[src/hw/rtl/hps_pkg.sv]
// Shared types and constants for the HDR pixel three-scale split.
`timescale 1ns / 1ps
package hps_pkg;

    localparam int CH_W       = 24;   // Q8.16 channel
    localparam int PROD_W     = 48;   // channel times gain
    localparam int E_W        = 33;   // doubled reconstruction error
    localparam int P_W        = 40;   // weighted level error
    localparam int T_W        = 42;   // total error over three levels
    localparam int R_W        = T_W + 1;
    localparam int QUO_W      = 17;   // quotient reaches 65536
    localparam int DIV_STAGES = QUO_W;
    localparam int LEVELS_OUT = 3;
    localparam int BASE_SHIFT = 14;
    localparam int LVL_STEP   = 3;

    localparam logic [CH_W-1:0] CH_MAX    = 24'hFFFFFF;
    localparam logic [15:0]     ALPHA_ONE = 16'hFFFF;
    localparam logic [6:0]      W_RED     = 7'd30;
    localparam logic [6:0]      W_GREEN   = 7'd59;
    localparam logic [6:0]      W_BLUE    = 7'd11;

    typedef struct packed {
        logic [23:0] red_in;
        logic [23:0] green_in;
        logic [23:0] blue_in;
    } pix_in_t;

    typedef struct packed {
        logic [7:0]  lvl0_red;
        logic [7:0]  lvl0_green;
        logic [7:0]  lvl0_blue;
        logic [15:0] lvl0_alpha;
        logic [7:0]  lvl1_red;
        logic [7:0]  lvl1_green;
        logic [7:0]  lvl1_blue;
        logic [15:0] lvl1_alpha;
        logic [7:0]  lvl2_red;
        logic [7:0]  lvl2_green;
        logic [7:0]  lvl2_blue;
        logic [15:0] lvl2_alpha;
    } pix_out_t;

endpackage

[src/hw/rtl/hps_div.sv]
// Pipelined restoring divider, one quotient bit per stage.
`timescale 1ns / 1ps
module hps_div import hps_pkg::*; (
    input  logic             aclk,
    input  logic             en,
    input  logic [T_W-1:0]   num_in,   // below twice den_in
    input  logic [T_W-1:0]   den_in,
    output logic [QUO_W-1:0] quo_out,
    output logic [T_W-1:0]   den_out
);
    logic [R_W-1:0]   rem_reg [DIV_STAGES];
    logic [QUO_W-1:0] quo_reg [DIV_STAGES];
    logic [T_W-1:0]   den_reg [DIV_STAGES];

    for (genvar j = 0; j < DIV_STAGES; j++) begin : g_stg
        logic [R_W-1:0]   r_in, r_sub;
        logic [T_W-1:0]   d_in;
        logic [QUO_W-1:0] q_in;
        logic             take;
        if (j == 0) begin : g_first
            assign r_in = {1'b0, num_in};
            assign d_in = den_in;
            assign q_in = '0;
        end else begin : g_next
            assign r_in = {rem_reg[j-1][R_W-2:0], 1'b0};
            assign d_in = den_reg[j-1];
            assign q_in = quo_reg[j-1];
        end
        assign take  = r_in >= {1'b0, d_in};
        assign r_sub = r_in - {1'b0, d_in};
        always_ff @(posedge aclk) begin
            if (en) begin
                rem_reg[j] <= take ? r_sub : r_in;
                quo_reg[j] <= {q_in[QUO_W-2:0], take};
                den_reg[j] <= d_in;
            end
        end
    end

    assign quo_out = quo_reg[DIV_STAGES-1];
    assign den_out = den_reg[DIV_STAGES-1];
endmodule

[config.mk]
export PLATFORM = sky130hd
export DESIGN_NAME = hps_div
export DESIGN_NICKNAME = d
export VERILOG_FILES = /design/src/hw/rtl/hps_pkg.sv /design/src/hw/rtl/hps_div.sv
export SDC_FILE = /design/constraint.sdc
export NUM_CORES = 2
export LEC_CHECK = 0
export BUFFER_PORTS_ARGS = -buffer_cell sky130_fd_sc_hd__clkbuf_2
export CORE_MARGIN = 5
export CORE_UTILIZATION = 50
export DETAILED_ROUTE_END_ITERATION = 10
export HOLD_SLACK_MARGIN = 0.05
export PLACE_DENSITY = 0.68
export SLEW_MARGIN = 20
export SYNTH_ARGS = -nofsm -noshare
export SYNTH_HDL_FRONTEND = slang
export SYNTH_SLANG_ARGS = --single-unit
[constraint.sdc]
create_clock -name aclk -period 3.9 [get_ports aclk]
set_input_delay 0.39 -clock aclk [delete_from_list [all_inputs] [get_ports aclk]]
set_output_delay 0.39 -clock aclk [all_outputs]
set_load 0.01 [all_outputs]
==> flow_summary_export.csv <==
group,metric,value,unit
run_status,status,"finished clean",
power,clkPwrFrac,0.175,
sta,final.setup.tns,0,ns
worst_hold_path,hp-class,"in -> reg",
critical_path,endpoint_kind,"flop",
final_layout,fill_cells,15200,
detailed_routing,routedWlPerCell,19.4,um
power,power_frac_seq,0.295,
power,p_int,56.7,mW
sta,setup_viol,0,
placed_design,dp_hpwl,187000,um
synthesis,syn_nets,9649,
sta,layout_min_cycle_time,3.84,ns
clock_network,cts_tree,"built",
critical_path,cpMostUsedCell,"a21o_1",
critical_path,cpPeakStageDelay,0.48,ns
synthesis,synthXorXnorAreaFrac,0.0564,
synthesis,netlist_instances,8834,
run,maxCapViolCount,0,
synthesis,synth_top_area_frac,0.494,
critical_path,worstPathArrival,4.39,ns
worst_hold_path,min_path_cells,2,
synthesis,synthSimpleGateAreaFrac,0.100,
detailed_routing,dr_total_vias,69300,
die,start_util,0.503,
synthesis,synth_commonest_cells,"edfxtp_1, a21oi_1, inv_1",
critical_path,critical-path-slowest-cell,"a311o_2",
sta,period_share,0.985,
detailed_routing,dr.first_iter.drc_count,3469,
global_route,grt_overflow,0,
synthesis,synth_compound_area_frac,0.169,
final_layout,drive_above_1_share,0.182,
critical_path,start_kind,"flop",
detailed_routing,via_per_inst,5.53,
critical_path,path_cells,"inv_2, fa_2, a21o_1, a21o_1, a2111oi_4, nor3_2, or3_4, a311o_2, a21oi_4, o311ai_4, o31ai_2, xor2_1, o21ai_1",
sta,maxSlewHeadroom,0.394,
synthesis,ys_seq_area_frac,0.494,
sta,worst_pin_slew,0.910,ns
final_layout,seq_area,46200,um^2
final_layout,multi_input_area,43500,um^2
synthesis,synth_seq_cells,1539,
power,p_comb_frac,0.530,
synthesis,yosys.area.top_type,"edfxtp_1",
sta,rsz0062_at_grt,"yes",
placed_design,dp_cells,12100,
detailed_routing,drt-pass1-iter-count,6,
detailed_routing,drt-total-wl,243000,um
sta,fmaxAchievable,0.260,GHz
clock_network,insertion_delay,0.84,ns
critical_path,cp_max_fo,4,
synthesis,syn_area_per_cell,10.6,um^2
synthesis,muxShareOfSynthArea,0.0312,
clock_network,cts_max_level,4,
synthesis,synth_edf_count,1539,
power,peakVddDrop,0.000475,V
synthesis,yosysWarnings,0,
detailed_routing,drc,0,
synthesis,yosys_most_used_dff,"edfxtp_1",
die,io_pins,145,
synthesis,synth_fa_ha_area_frac,0.0988,
global_route,grt_usage,0.238,
global_route,grt_pass1_vias,72600,
global_route,grt_pass1_wl,372000,um
synthesis,synth_top_family_by_area,"compound AO/OA/AOI/OAI gates",
die,fp.dieH,442,um
clock_network,cts_root_buf,"clkbuf_16",
placed_design,portBuffers,144,
die,die_w,442,um
die,coreArea,186000,um^2
synthesis,synth.most_common_cell,"edfxtp_1",
final_layout,largest_reg_flops,714,
final_layout,fin_util,0.600,
synthesis,netlist_area,93500,um^2
final_layout,fin_nets,10700,
power,p_per_area,828,nW/um^2
clock_network,clk_pin_slew,0.06,ns
power,leakage,47.5,nW
power,power.total,92.4,mW
clock_network,cts_buffers,173,
die,dieArea,196000,um^2
synthesis,synth.distinct_cells,95,
final_layout,area_growth,19.3,%
die,placementRows,158,
final_layout,stdcell_count,12500,
clock_network,cts.path.max_buffers,3,
power,switching_share,0.386,
synthesis,async_reset_ff_frac,0,
placed_design,gp_congestion,0.975,
sta,hold_viol_final,0,
global_route,grt_max_degree,105,
synthesis,synthTopCellsByArea,"edfxtp_1, ha_1, a21oi_1",
critical_path,r2r_cells,13,
clock_network,cts.sinks,1539,
sta,timing.final.max_slew_violations,0,
critical_path,crit_type,"reg -> reg",
global_route,antenna_found_initial,2,
detailed_routing,antenna_left,0,
critical_path,required,4.45,ns
power,p_switching,35.7,mW
sta,skew,0.0340,ns
## metal layers
layer  routed length (um)  part of all wire  GRT usage  vias to the layer above
met5                    0                 0          0                        -
met1                79200              0.33      0.212                    32600
met3                 6290             0.026     0.0251                      783
met4                22200             0.091      0.173                        0
met2               136000              0.56      0.484                     1533
li1                     -                 -          -                    34400
## timing repair
| action | CTS | global route |
|---|---|---|
| hold buffers | 85 | 0 |
| buffers inserted | 14 | 45 |
| pin swaps | 23 | 98 |
| gates resized for setup | 37 | 150 |
| cloned | 3 | 15 |
| setup endpoints to repair | 322 | 464 |
| hold endpoints to repair | 88 | 0 |
## critical path, delay by kind of cell (launching register included)
family | cells | cell delay, ns
adders and majority gates | 1 | 0.39
AOI/OAI and AO/OA | 8 | 2.12
buffers and inverters | 1 | 0.06
DFF | 1 | 0.37
xor gates and xnor gates | 1 | 0.16
and+or+nand+nor | 2 | 0.45
## path summary, 6_finish.rpt
kind / from / to / slack (ns)
max reg2reg: den_reg[0][169]$_DFFE_PP_ / rem_reg[0][249]$_DFFE_PP_ / 0.06
max: den_reg[0][169]$_DFFE_PP_ / rem_reg[0][249]$_DFFE_PP_ / 0.06
min: den_in[9] / den_reg[0][9]$_DFFE_PP_ / 0.30
min reg2reg: quo_reg[0][53]$_DFFE_PP_ / quo_reg[0][71]$_DFFE_PP_ / 0.41
## layout make-up
| cell class | instances | area share |
|---|---|---|
| Multi-Input combinational cell | 6109 | 0.390 |
| Sequential cell | 1539 | 0.414 |
| Clock inverter | 117 | 0.0115 |
| Tap cell | 2480 | 0.0278 |
| Antenna cell | 3 | 0.0000673 |
| Inverter | 876 | 0.0295 |
| Timing Repair Buffer | 1212 | 0.0872 |
| Clock buffer | 201 | 0.0398 |
## cells in the final DEF (no fill, tap or decap), types with 96 or more instances in the layout
master     netlist  routed
a21o_1         424     420
a21oi_1        904     884
buf_4           43     923
clkbuf_16        0     183
clkbuf_2         0     143
edfxtp_1      1539    1539
ha_1           713     708
inv_1          876     869
mux2_2         252     244
nand2_1        574     572
nand3_1        152     150
nand4_1        141     141
nor2_1         612     611
nor3_1         100      96
o21ai_0        491     470
o21bai_1       109     109
xnor2_1        386     386
xor2_1         216     216
## power by group through the flow
stage                     clock network, mW  registers, mW  logic [mW]
after floorplan                           0           26.5        31.7
after global placement                    0           27.5        45.6
after detailed placement                  0           27.5        46.2
after CTS                              16.6           27.2        47.1
after global routing                   17.3           27.7        53.7
final                                  16.2           27.2        49.0
## per-stage QoR
step                setup WS, ns  area (um^2)  hold slack [ns]
finish                    0.0602       112000            0.301
global placement          -0.449       103000            0.400
floorplan                  0.285        93500            0.400
global route              -0.105       112000            0.249
CTS                      -0.0866       110000            0.218
detailed placement        -0.476       103000            0.405
## cells by family after synthesis
group | after synthesis
buffers and inverters | 1186
flip-flops | 1539
adder cells (fa/ha/maj) | 729
AO/OA/AOI/OAI | 2514
XOR/XNOR | 602
multiplexers | 260
AND/OR/NAND/NOR | 2004
(Power assumes the default switching activity.)
