**src/hw/rtl/hps_pkg.sv**
```systemverilog
// Shared types and constants for the HDR pixel three-scale split.
`timescale 1ns / 1ps
package hps_pkg;

    localparam int CH_W       = 24;   // Q8.16 channel
    localparam int PROD_W     = 48;   // channel times gain
    localparam int E_W        = 33;   // doubled reconstruction error
    localparam int P_W        = 40;   // weighted level error
    localparam int T_W        = 42;   // total error over three levels
    localparam int R_W        = T_W + 1;
    localparam int QUO_W      = 17;   // quotient reaches 65536
    localparam int DIV_STAGES = QUO_W;
    localparam int LEVELS_OUT = 3;
    localparam int BASE_SHIFT = 14;
    localparam int LVL_STEP   = 3;

    localparam logic [CH_W-1:0] CH_MAX    = 24'hFFFFFF;
    localparam logic [15:0]     ALPHA_ONE = 16'hFFFF;
    localparam logic [6:0]      W_RED     = 7'd30;
    localparam logic [6:0]      W_GREEN   = 7'd59;
    localparam logic [6:0]      W_BLUE    = 7'd11;

    typedef struct packed {
        logic [23:0] red_in;
        logic [23:0] green_in;
        logic [23:0] blue_in;
    } pix_in_t;

    typedef struct packed {
        logic [7:0]  lvl0_red;
        logic [7:0]  lvl0_green;
        logic [7:0]  lvl0_blue;
        logic [15:0] lvl0_alpha;
        logic [7:0]  lvl1_red;
        logic [7:0]  lvl1_green;
        logic [7:0]  lvl1_blue;
        logic [15:0] lvl1_alpha;
        logic [7:0]  lvl2_red;
        logic [7:0]  lvl2_green;
        logic [7:0]  lvl2_blue;
        logic [15:0] lvl2_alpha;
    } pix_out_t;

endpackage

```
**src/hw/rtl/hps_lane.sv**
```systemverilog
// One scale level: quantize three channels, measure and weight the error.
`timescale 1ns / 1ps
module hps_lane import hps_pkg::*; #(
    parameter int LEVEL = 0
) (
    input  logic                      aclk,
    input  logic                      en,
    input  logic [2:0][CH_W-1:0]      s_in,
    output logic [2:0][7:0]           q_out,
    output logic [P_W-1:0]            p_out
);
    localparam int SH = BASE_SHIFT + LVL_STEP * LEVEL;
    localparam logic [CH_W:0] QSCALE = (CH_W+1)'(1) << SH;

    logic [2:0][7:0]     q_next, q_reg, q2_reg;
    logic [2:0][E_W-1:0] e_next, e_reg;
    logic [P_W-1:0]      p_next, p_reg;

    always_comb begin
        logic [31:0] a, b, qf, d;
        for (int c = 0; c < 3; c++) begin
            a  = {s_in[c], 8'b0} - {8'b0, s_in[c]};
            qf = a >> SH;
            q_next[c] = (qf > 32'd255) ? 8'hFF : qf[7:0];
            b  = {24'b0, q_next[c]} << SH;
            d  = (a >= b) ? a - b : b - a;
            e_next[c] = ({1'b0, s_in[c]} > QSCALE) ? {d, 1'b0} : {1'b0, d};
        end
        p_next = P_W'(e_reg[0]) * P_W'(W_RED) + P_W'(e_reg[1]) * P_W'(W_GREEN)
               + P_W'(e_reg[2]) * P_W'(W_BLUE);
    end

    always_ff @(posedge aclk) begin
        if (en) begin
            q_reg  <= q_next;
            e_reg  <= e_next;
            q2_reg <= q_reg;
            p_reg  <= p_next;
        end
    end

    assign q_out = q2_reg;
    assign p_out = p_reg;
endmodule

```
**config.mk**
```make
export PLATFORM = sky130hd
export DESIGN_NAME = hps_lane
export DESIGN_NICKNAME = d
export VERILOG_FILES = /design/src/hw/rtl/hps_pkg.sv /design/src/hw/rtl/hps_lane.sv
export SDC_FILE = /design/constraint.sdc
export NUM_CORES = 1
export LEC_CHECK = 0
export BUFFER_PORTS_ARGS = -buffer_cell sky130_fd_sc_hd__buf_2
export CORE_ASPECT_RATIO = 1.2
export CORE_UTILIZATION = 55
export CTS_CLUSTER_DIAMETER = 60
export CTS_CLUSTER_SIZE = 8
export DETAILED_ROUTE_END_ITERATION = 8
export PLACE_DENSITY = 0.73
export SYNTH_ARGS = -nofsm -noshare
export SYNTH_HDL_FRONTEND = slang
export SYNTH_SLANG_ARGS = --single-unit
```
**constraint.sdc**
```tcl
create_clock -name aclk -period 8 [get_ports aclk]
set_input_delay 0.4 -clock aclk [delete_from_list [all_inputs] [get_ports aclk]]
set_output_delay 0.4 -clock aclk [all_outputs]
set_load 0.02 [all_outputs]
```
==> results of run 1 <==
[worst register-to-register path, delay by kind of cell, from the launching register on]
kind,cells,cell delay (ps)
fa+ha+maj,7,3200
compound gates,12,2750
simple gates,7,780
flops,1,440
xor+xnor,1,130
buf+inv,2,90
[path summary, 6_finish.rpt]
kind	start	to	slack, ps	cells after the start
worst min-delay path	en	p_out[29]	390	1
worst min register to register	q_reg[16]	q_out[16]	420	0
worst max-delay path	e_reg[0]	p_out[38]	380	29
worst max register to register	e_reg[0]	p_out[38]	380	29
[routing by layer]
metal	GRT usage, %	up-vias	share of wire [%]
li1	-	9525	-
met1	35.54	9616	43
met2	47.37	477	49
met3	3.062	95	3.9
met4	10.14	0	3.1
met5	0	-	0
[cells in the mapped netlist, types with 5 or more instances]
master	number
or4_1	9
o211ai_1	20
ha_1	217
clkbuf_1	42
buf_2	6
o21ai_0	106
a31o_2	8
inv_1	504
fa_1	289
a31oi_1	14
nand4_1	32
nor2_1	104
o21ai_1	5
o211a_1	5
o31ai_1	10
nand2_1	140
mux2i_1	71
a311o_1	6
o2111ai_1	8
a21oi_1	187
o21a_1	24
a211oi_1	11
and2_1	13
nand2b_1	25
a2111oi_0	7
xnor2_1	138
buf_6	8
nor4_1	21
or3_1	20
a211o_1	11
a41o_1	6
edfxtp_1	187
or2_2	9
nor3_1	63
a21boi_0	6
xor2_1	70
nor3b_1	7
nand3b_1	8
nor2b_1	16
o21bai_1	17
and3_1	21
a21o_1	50
nand3_1	83
[metrics by stage]
stage / instances / util [%] / setup slack (ps) / hold slack (ps) / setup TNS (ps)
floorplan: 2707 / - / 626.8 / 400.3 / 0
CTS: 3445 / 59.72 / 16.73 / 378.0 / 0
global route: 3449 / 59.92 / 2.728 / 401.4 / 0
finish: 3449 / 59.92 / 378.8 / 389.5 / 0
global placement: 3413 / 58.54 / 219.1 / 401.7 / 0
detailed placement: 3413 / 58.54 / -47.85 / 405.2 / -47.85
[cells by family after synthesis]
| kind of cell | Yosys count | share of synthesized area, % |
|---|---|---|
| xor+xnor | 208 | 7.090 |
| fa+ha+maj | 506 | 33.08 |
| buf+inv | 565 | 8.590 |
| compound gates | 559 | 14.10 |
| flops | 187 | 21.85 |
| mux | 72 | 2.810 |
| simple gates | 610 | 12.48 |
[cell type report]
class                   instances  area [µm²]  share of cell area (%)
multi-input cells            1955       17950                   65.04
flip-flops and latches        187        5615                   20.35
inverters                     504        1892                   6.855
well taps                     616       770.7                   2.793
clock inverters                14       113.9                  0.4126
repair buffers                155       827.0                   2.997
clock buffers                  18       429.2                   1.555
[repair_timing]
item,CTS,global route
resized for setup,1,29
pin swaps,0,2
hold endpoints to repair,0,0
cloned,0,0
buffers inserted,0,4
setup endpoints to repair,1,11
==> impl_metrics.json, run 1 <==
{
  "cts_buffer_depth": 2,
  "vias": 19710,
  "cts_tree": "yes",
  "fp.dieH_um": 238.8,
  "synth-seq-area-share_pct": 21.85,
  "crit_family": "adder cells",
  "status": "complete, no violations",
  "cp-end-kind": "flip-flop",
  "synth_area_per_cell_um2": 9.492,
  "crit_top_cell": "fa_1",
  "num-nets-final": 3400,
  "antennaDiodeCount": 0,
  "crit_type": "reg -> reg",
  "drc_errors": 0,
  "final_cell_area_um2": 27600,
  "clockRootBuffer": "clkbuf_16",
  "die_w_um": 199.3,
  "n_fill_cell": 3998,
  "ys.flop_type": "edfxtp_1",
  "first_iter_violations": 1317,
  "grt.total_usage_pct": 27.53,
  "syn_inst": 2707,
  "ys_top_cells_by_area": "fa_1 23%, edfxtp_1 22%, ha_1 11%",
  "syn_to_final_growth_pct": 7.406,
  "dpl.hpwl_um": 53010,
  "setup_violations": 0,
  "crit_buf_inv": 2,
  "slowest_stage": "a2111oi_0",
  "slowest_delay_ps": 610,
  "largest_reg_flops": 99,
  "synth_seq_cells": 187,
  "drive_gt1_share_pct": 9.001,
  "worst_pin_slew_ps": 1083,
  "grt_max_degree": 70,
  "cts.sinks": 187,
  "drv_slew": 0,
  "wl_um": 62760,
  "fin_skew_ps": 8.754,
  "grt_pass1_wl_um": 102000,
  "antenna_found_initial": 1,
  "gp_congestion": 0.9685,
  "critPathLaunchType": "flip-flop",
  "io_buffers": 137,
  "synth-edff-count": 187,
  "ys_types": 98,
  "core_region_area_um2": 46050,
  "period_needed_ps": 7621,
  "syn-num-nets": 3287,
  "cp.required_ps": 8220,
  "die-area_um2": 47590,
  "rows": 86,
  "final_cell_mix": "492 x inv_1, 289 x fa_1, 216 x ha_1, 187 x edfxtp_1, 184 x a21oi_1",
  "max_slew_margin_pct": 27.60,
  "layout_commonest_cell": "inv_1",
  "fin_crit_sh_pct": 95.26,
  "yosysTopAreaCellShare_pct": 22.52,
  "grt_pass1_vias": 20060,
  "antenna_left": 0,
  "critPathMaxFanout": 5,
  "dr.pass1.iters": 6,
  "wl_per_cell_um": 18.20,
  "cts_buffers": 17,
  "rsz0062_at_grt": "no",
  "synth_area_um2": 25690,
  "htree_levels": 4,
  "arrival_ps": 7840,
  "yosysTopAreaCell": "fa_1",
  "max_freq_mhz": 131.2,
  "clk_pin_slew_worst_paths_ps": 70,
  "hold_viol_final": 0,
  "overflow": 0,
  "clk_latency_ps": 470,
  "cts_hold_buffers": 0,
  "yosysWarnings": 0,
  "async_flop_share_pct": 0,
  "max-cap-violations": 0,
  "holdCritPathClass": "in -> reg",
  "initial_core_util_pct": 55.79,
  "placed_cell_area_um2": 26960,
  "pin_count": 138,
  "viasPerCell": 5.716
}
Power of run 1 is left out: the tool's default activity adds up to more than one toggle a clock period on the data nets, which glitch-free logic cannot reach.
==> run 2, diff against run 1 <==
Settings changed: ABC_AREA set to 1, CORE_MARGIN set to 2, HOLD_SLACK_MARGIN set to 0.08.
==> run 2 against run 1 <==
  * Clock skew up 8.9 ps
  * Fmax up 2.5%
  * Utilization down 0.29 points
  * Routed wire length up 8.6%
  * Worst setup slack better by 180 ps
  * Largest cell class unchanged
  * Count of clock-buffer cells in the layout up 2
  * Area after synthesis up 6.6%
  * Final area up 6.4%
  * Synthesized cell count up 34%
==> impl_metrics.json, run 2 <==
{
  "status": "complete, no violations",
  "cts_hold_buffers": 0,
  "num-nets-final": 4331,
  "cts_buffers": 17,
  "initial_core_util_pct": 55.65,
  "async_flop_share_pct": 0,
  "crit_top_cell": "nand2_1",
  "io_buffers": 137,
  "slowest_delay_ps": 550,
  "ys_types": 61,
  "max-cap-violations": 0,
  "dr.pass1.iters": 5,
  "critPathMaxFanout": 6,
  "viasPerCell": 5.167,
  "ys_top_cells_by_area": "fa_1 21%, edfxtp_1 21%, nand2_1 14%",
  "max_slew_margin_pct": 35.78,
  "final_cell_area_um2": 29350,
  "antennaDiodeCount": 0,
  "yosysMostFrequentCell": "nand2_1",
  "wl_per_cell_um": 15.48,
  "clk_latency_ps": 480,
  "synth_area_um2": 27390,
  "gp_congestion": 0.9668,
  "overflow": 0,
  "setup_ws_ps": 563.6,
  "crit_type": "reg -> reg",
  "yosysTopAreaCell": "fa_1",
  "fin_setup_tns_ps": 0,
  "wl_um": 68150,
  "fp.dieH_um": 248.5,
  "worst_pin_slew_ps": 963.3,
  "regArea_um2": 5615,
  "syn_inst": 3618,
  "syn-num-nets": 4198,
  "clk_pin_slew_worst_paths_ps": 70,
  "final_cell_mix": "1,023 x nand2_1, 788 x inv_1, 289 x fa_1, 241 x nor2_1, 217 x ha_1",
  "critPathLaunchType": "flip-flop",
  "antenna_found_initial": 0,
  "pin_count": 138,
  "n_fill_cell": 4708,
  "dpl.hpwl_um": 58810,
  "cts_resized": 0,
  "holdCritPathClass": "in -> reg",
  "synth-seq-area-share_pct": 20.50,
  "cp-end-kind": "flip-flop",
  "yosysWarnings": 0,
  "hold_viol_final": 0,
  "synth_common_cells": "1,023 x nand2_1, 788 x inv_1, 289 x fa_1",
  "synth_area_per_cell_um2": 7.571,
  "cts_setup_buffers": 0,
  "antenna_left": 0,
  "rsz0062_at_grt": "no",
  "drive_gt1_share_pct": 6.828,
  "slowest_stage": "fa_1",
  "vias": 22740,
  "grt_max_degree": 121,
  "setup_violations": 0,
  "layout_commonest_cell": "nand2_1",
  "syn_to_final_growth_pct": 7.158,
  "die-area_um2": 51610,
  "fin_skew_ps": 17.63,
  "cts_tree": "yes",
  "largest_reg_flops": 99,
  "htree_levels": 4,
  "cts_buffer_depth": 2,
  "rows": 89,
  "ys.flop_type": "edfxtp_1",
  "grt.total_usage_pct": 27.23,
  "max_freq_mhz": 134.5,
  "synth_seq_cells": 187,
  "die_w_um": 207.7,
  "placed_cell_area_um2": 28780,
  "cts.sinks": 187,
  "core_region_area_um2": 49220,
  "period_needed_ps": 7436,
  "grt_pass1_wl_um": 113000,
  "drv_slew": 0,
  "place_ws_ps": 707.7,
  "cp.required_ps": 8220,
  "fin_crit_sh_pct": 92.95,
  "first_iter_violations": 1263,
  "grt_pass1_vias": 22680,
  "multi_input_area_um2": 18630,
  "arrival_ps": 7660,
  "synth-edff-count": 187,
  "clockRootBuffer": "clkbuf_16",
  "drc_errors": 0,
  "yosysTopAreaCellShare_pct": 21.12
}
## run 2: metrics by stage
| step | utilization [%] | cells | hold WS [ps] |
|---|---|---|---|
| after detailed placement | 58.48 | 4369 | 406.1 |
| after global placement | 58.48 | 4369 | 401.8 |
| after global routing | 59.63 | 4401 | 354.6 |
| final | 59.63 | 4401 | 323.6 |
| after floorplan | - | 3618 | 400.3 |
| after CTS | 59.63 | 4401 | 295.1 |
## run 2: final timing paths
kind                   from   endpoint  slack, ps  cells after the start
hold / removal     s_in[48]  e_reg[67]        320                      3
setup reg to reg   e_reg[3]  p_out[36]        560                     31
hold reg to reg   q_reg[19]  q_out[19]        420                      0
setup / recovery   e_reg[3]  p_out[36]        560                     31
## run 2: worst max-delay path, delay by kind of cell, from the launching register on
| kind | cells | cell delay [ps] |
|---|---|---|
| simple gates | 6 | 510 |
| buf+inv | 5 | 440 |
| fa+ha+maj | 7 | 3180 |
| compound gates | 11 | 2200 |
| xor+xnor | 2 | 380 |
| flops | 1 | 450 |
## run 2: cell families after synthesis
| kind of cell | after synthesis | synth area share (%) |
|---|---|---|
| adders and majority gates | 506 | 31.03 |
| DFF | 187 | 20.50 |
| xor gates and xnor gates | 165 | 5.303 |
| AOI/OAI and AO/OA | 289 | 6.066 |
| buffers and inverters | 831 | 11.51 |
| and+or+nand+nor | 1640 | 25.59 |
## run 2: cell type report
type	instances	share of cell area, %
clock buffers	20	1.488
clock inverters	12	0.4519
inverters	804	10.28
multi-input cells	2600	63.46
flip-flops and latches	187	19.13
well taps	637	2.715
repair buffers	141	2.468
## run 2: routing by layer
metal | global-route usage (%) | routed length (µm)
met1 | 33.75 | 29010
met2 | 48.88 | 34240
met3 | 3.031 | 2503
met4 | 10.01 | 2402
met5 | 0 | 0
Power of run 2 is left out for the same reason.
